--- src/bstfi_ram.sv ---
// Generic single-port RAM with registered read.
module bstfi_ram #(
  parameter int WIDTH = 8,
  parameter int DEPTH = 16
) (
  input  logic                     clk,
  input  logic                     we,
  input  logic [$clog2(DEPTH)-1:0] addr,
  input  logic [WIDTH-1:0]         wdata,
  output logic [WIDTH-1:0]         rdata
);

  logic [WIDTH-1:0] mem [DEPTH];

  always_ff @(posedge clk) begin
    if (we) begin
      mem[addr] <= wdata;
    end
    rdata <= mem[addr];
  end

endmodule

--- config.mk ---
export PLATFORM = sky130hd
export DESIGN_NAME = bstfi_ram
export DESIGN_NICKNAME = d
export VERILOG_FILES = /design/src/bstfi_ram.sv
export SDC_FILE = /design/constraint.sdc
export NUM_CORES = 1
export LEC_CHECK = 0
export BUFFER_PORTS_ARGS = -buffer_cell sky130_fd_sc_hd__clkbuf_2
export CAP_MARGIN = 0
export CORE_AREA = 2 2 133 135
export DETAILED_ROUTE_END_ITERATION = 7
export DIE_AREA = 0 0 135 137
export PLACE_DENSITY = 0.58
export SYNTH_ARGS = -nofsm -noshare
export SYNTH_HDL_FRONTEND = slang
export SYNTH_SLANG_ARGS = --single-unit
--- constraint.sdc ---
create_clock -name clk -period 1.5 [get_ports clk]
set_input_delay 0 -clock clk [delete_from_list [all_inputs] [get_ports clk]]
set_output_delay 0 -clock clk [all_outputs]
set_load 0.02 [all_outputs]
==> qor.txt <==
Outcome - finished clean
Pin count of the biggest net entering global routing - 40
CP Capture Type - register
Most common cell in the synthesized netlist - edfxtp_1
Hold WC Path Type - primary input to register
Gr ovfl total - 0
Post-synth EDFFs - 128
Synth cell count leaders - edfxtp_1 (128), mux4_2 (32), a22oi_1 (16)
Max Clk Rate - 0.747 GHz
Post-route setup slack - 0.162 ns
Die Span Y - 137 um
Pwr/cell area - 1460 nW/um^2
Initial DRT Pass Iterations - 4
Fin crit period - 1.34 ns
Clk_lat worst skew - 0.42 ns
Ant. Diodes - 0
Setup Buffers After CTS - 0
CTS Sinks - 136
Slew Limit Fails - 0
Final setup violation count - 0
Total core area - 17100 um^2
Top cells by area, synth - edfxtp_1 (76%), mux4_2 (14%), dfxtp_1 (3.2%), a22oi_1 (2.4%), nor2_1 (0.96%)
Post-Syn Area - 5070 um^2
Arr. time, crit path - 1.63 ns
Syn Area/Cell - 22.0 um^2
Initial antenna violation count - 0
Period Utilization, post-route - 89.2%
Slew at the pin with the worst max-slew slack - 0.820 ns
CP required - 1.80 ns
Peak supply drop - 0.843 mV
Max cap viols - 0
Vias - 2441
I/O pin cnt - 22
Cells after synthesis - 230
Synth unique cells - 18
Input/output buffers - 21
WL per Instance - 19.4 um
Gr usage total - 12.4%
DRT iter0 DRCs - 264
CTS max path bufs - 2
Die width - 135 um
Startpoint Class - register
Worst setup path class - register to register
Layout Nets - 304
Post-route ant nets - 0
Dpl ws - 0.00682 ns
RSZ-0062 raised after global routing - no
CTS tree - done
Post-synthesis sequential area ratio - 79.0%
Hold buffers post-CTS - 0
Share of cells above drive strength 1 - 38.3%
Routability congestion estimate from global placement - 0.750
Global-route wire length before repair - 16000 um
P&R area growth vs syn - 24.5%
Fillers - 1581
Max FO, Critical Path - 1
Effective utilization at floorplan - 29.7%
PostCTS Resize Cnt - 0
Die Area - 18500 um^2
Syn Nets - 244
Row count - 48
Final WL - 10200 um
Via/cell ratio - 4.62
Post-DP Area - 5660 um^2
Root buf cell - clkbuf_16
Num CTS Buffers - 17
Final Cell Area - 6310 um^2
Final hold vios - 0
# DRC - 0
R2R depth - 3
H-tree Lvls - 4
Yosys reg bits - 136
Worst hold path depth - 1
Skew final - 0.00695 ns
Yosys warnings - 0
Largest area contributor in the netlist - edfxtp_1
Vias in the first global route - 2697
Ys async rst share - 0%
Leak Pwr - 2.11 nW
Slew headroom - 45.2%
Top FF cell, synth - edfxtp_1
Clock Pin Slew Worst Setup and Hold Paths - 0.06 ns
Area share of the largest cell type after synthesis - 75.9%
DP HPWL - 6560 um
Setup TNS - 0 ns
[worst paths after layout]
kind                                start   endpoint  slack, ns
worst max-delay path            mem[0][6]   rdata[6]       0.16
worst min-delay path             wdata[0]  mem[4][0]      0.006
worst min register to register  mem[4][7]   rdata[7]       0.68
worst max register to register  mem[0][6]   rdata[6]       0.16
[routing by layer]
metal / global-route usage [%] / vias to the layer above / share of wire, % / wire [um]
met1: 15.4 / 1283 / 44 / 4450
li1: - / 1081 / - / -
met4: 5.44 / 0 / 1.7 / 176
met5: 0 / - / 0 / 0
met2: 19.9 / 59 / 49 / 5040
met3: 4.07 / 18 / 5.4 / 554
[cell families (layout without fill, tap and decap cells)]
kind of cell	after synthesis	after routing	synth area share, %
DFF	136	136	79.0
buffers and inverters	11	84	1.19
AOI/OAI and AO/OA	16	16	2.37
muxes	32	32	14.2
and+or+nand+nor	35	35	3.21
[critical path: stages, from the launching register on]
cell	delay, ns
edfxtp_1	0.36
mux4_2	0.47
a22oi_1	0.28
nand2_1	0.10
[layout make-up]
cell class	count	area, um^2	share of cell area [%]
multi-input cells	83	1000	15.9
flip-flops and latches	136	4000	63.5
clock inverters	13	201	3.19
well taps	225	282	4.46
repair buffers	52	375	5.95
clock buffers	19	443	7.02
[metrics by stage]
| step | instances | utilization [%] | hold slack (ns) | total power [mW] |
|---|---|---|---|---|
| floorplan | 230 | - | 0.0989 | 4.60 |
| global placement | 496 | 33.2 | 0.418 | 4.80 |
| detailed placement | 496 | 33.2 | 0.419 | 4.81 |
| CTS | 528 | 37.0 | 0.0184 | 9.31 |
| global route | 528 | 37.0 | 0.0329 | 9.51 |
| finish | 528 | 37.0 | 0.00643 | 9.22 |
[state kept, by name, indices dropped and copies added (netlist names)]
signal  flops
rdata       8
mem       128
[cell usage in the layout (no fill, tap or decap)]
| cell type | count |
|---|---|
| buf_4 | 28 |
| mux4_2 | 32 |
| clkinv_4 | 1 |
| clkinvlp_4 | 3 |
| nor2_1 | 13 |
| buf_12 | 3 |
| nand2_1 | 9 |
| clkbuf_2 | 21 |
| clkinv_2 | 4 |
| and2_1 | 1 |
| edfxtp_1 | 128 |
| or3b_2 | 1 |
| dfxtp_1 | 8 |
| nand3b_1 | 2 |
| a22oi_1 | 16 |
| nand2b_1 | 2 |
| clkbuf_8 | 1 |
| clkbuf_1 | 1 |
| nor3_1 | 4 |
| nand3_1 | 1 |
| nor2b_1 | 2 |
| clkbuf_16 | 17 |
| bufinv_16 | 5 |
[power by group]
part	internal, mW	switching [mW]
registers	4.25	0.0272
clock network	2.98	1.52
logic	0.188	0.256
total	7.42	1.80
Power figures use the tool's default switching activity.
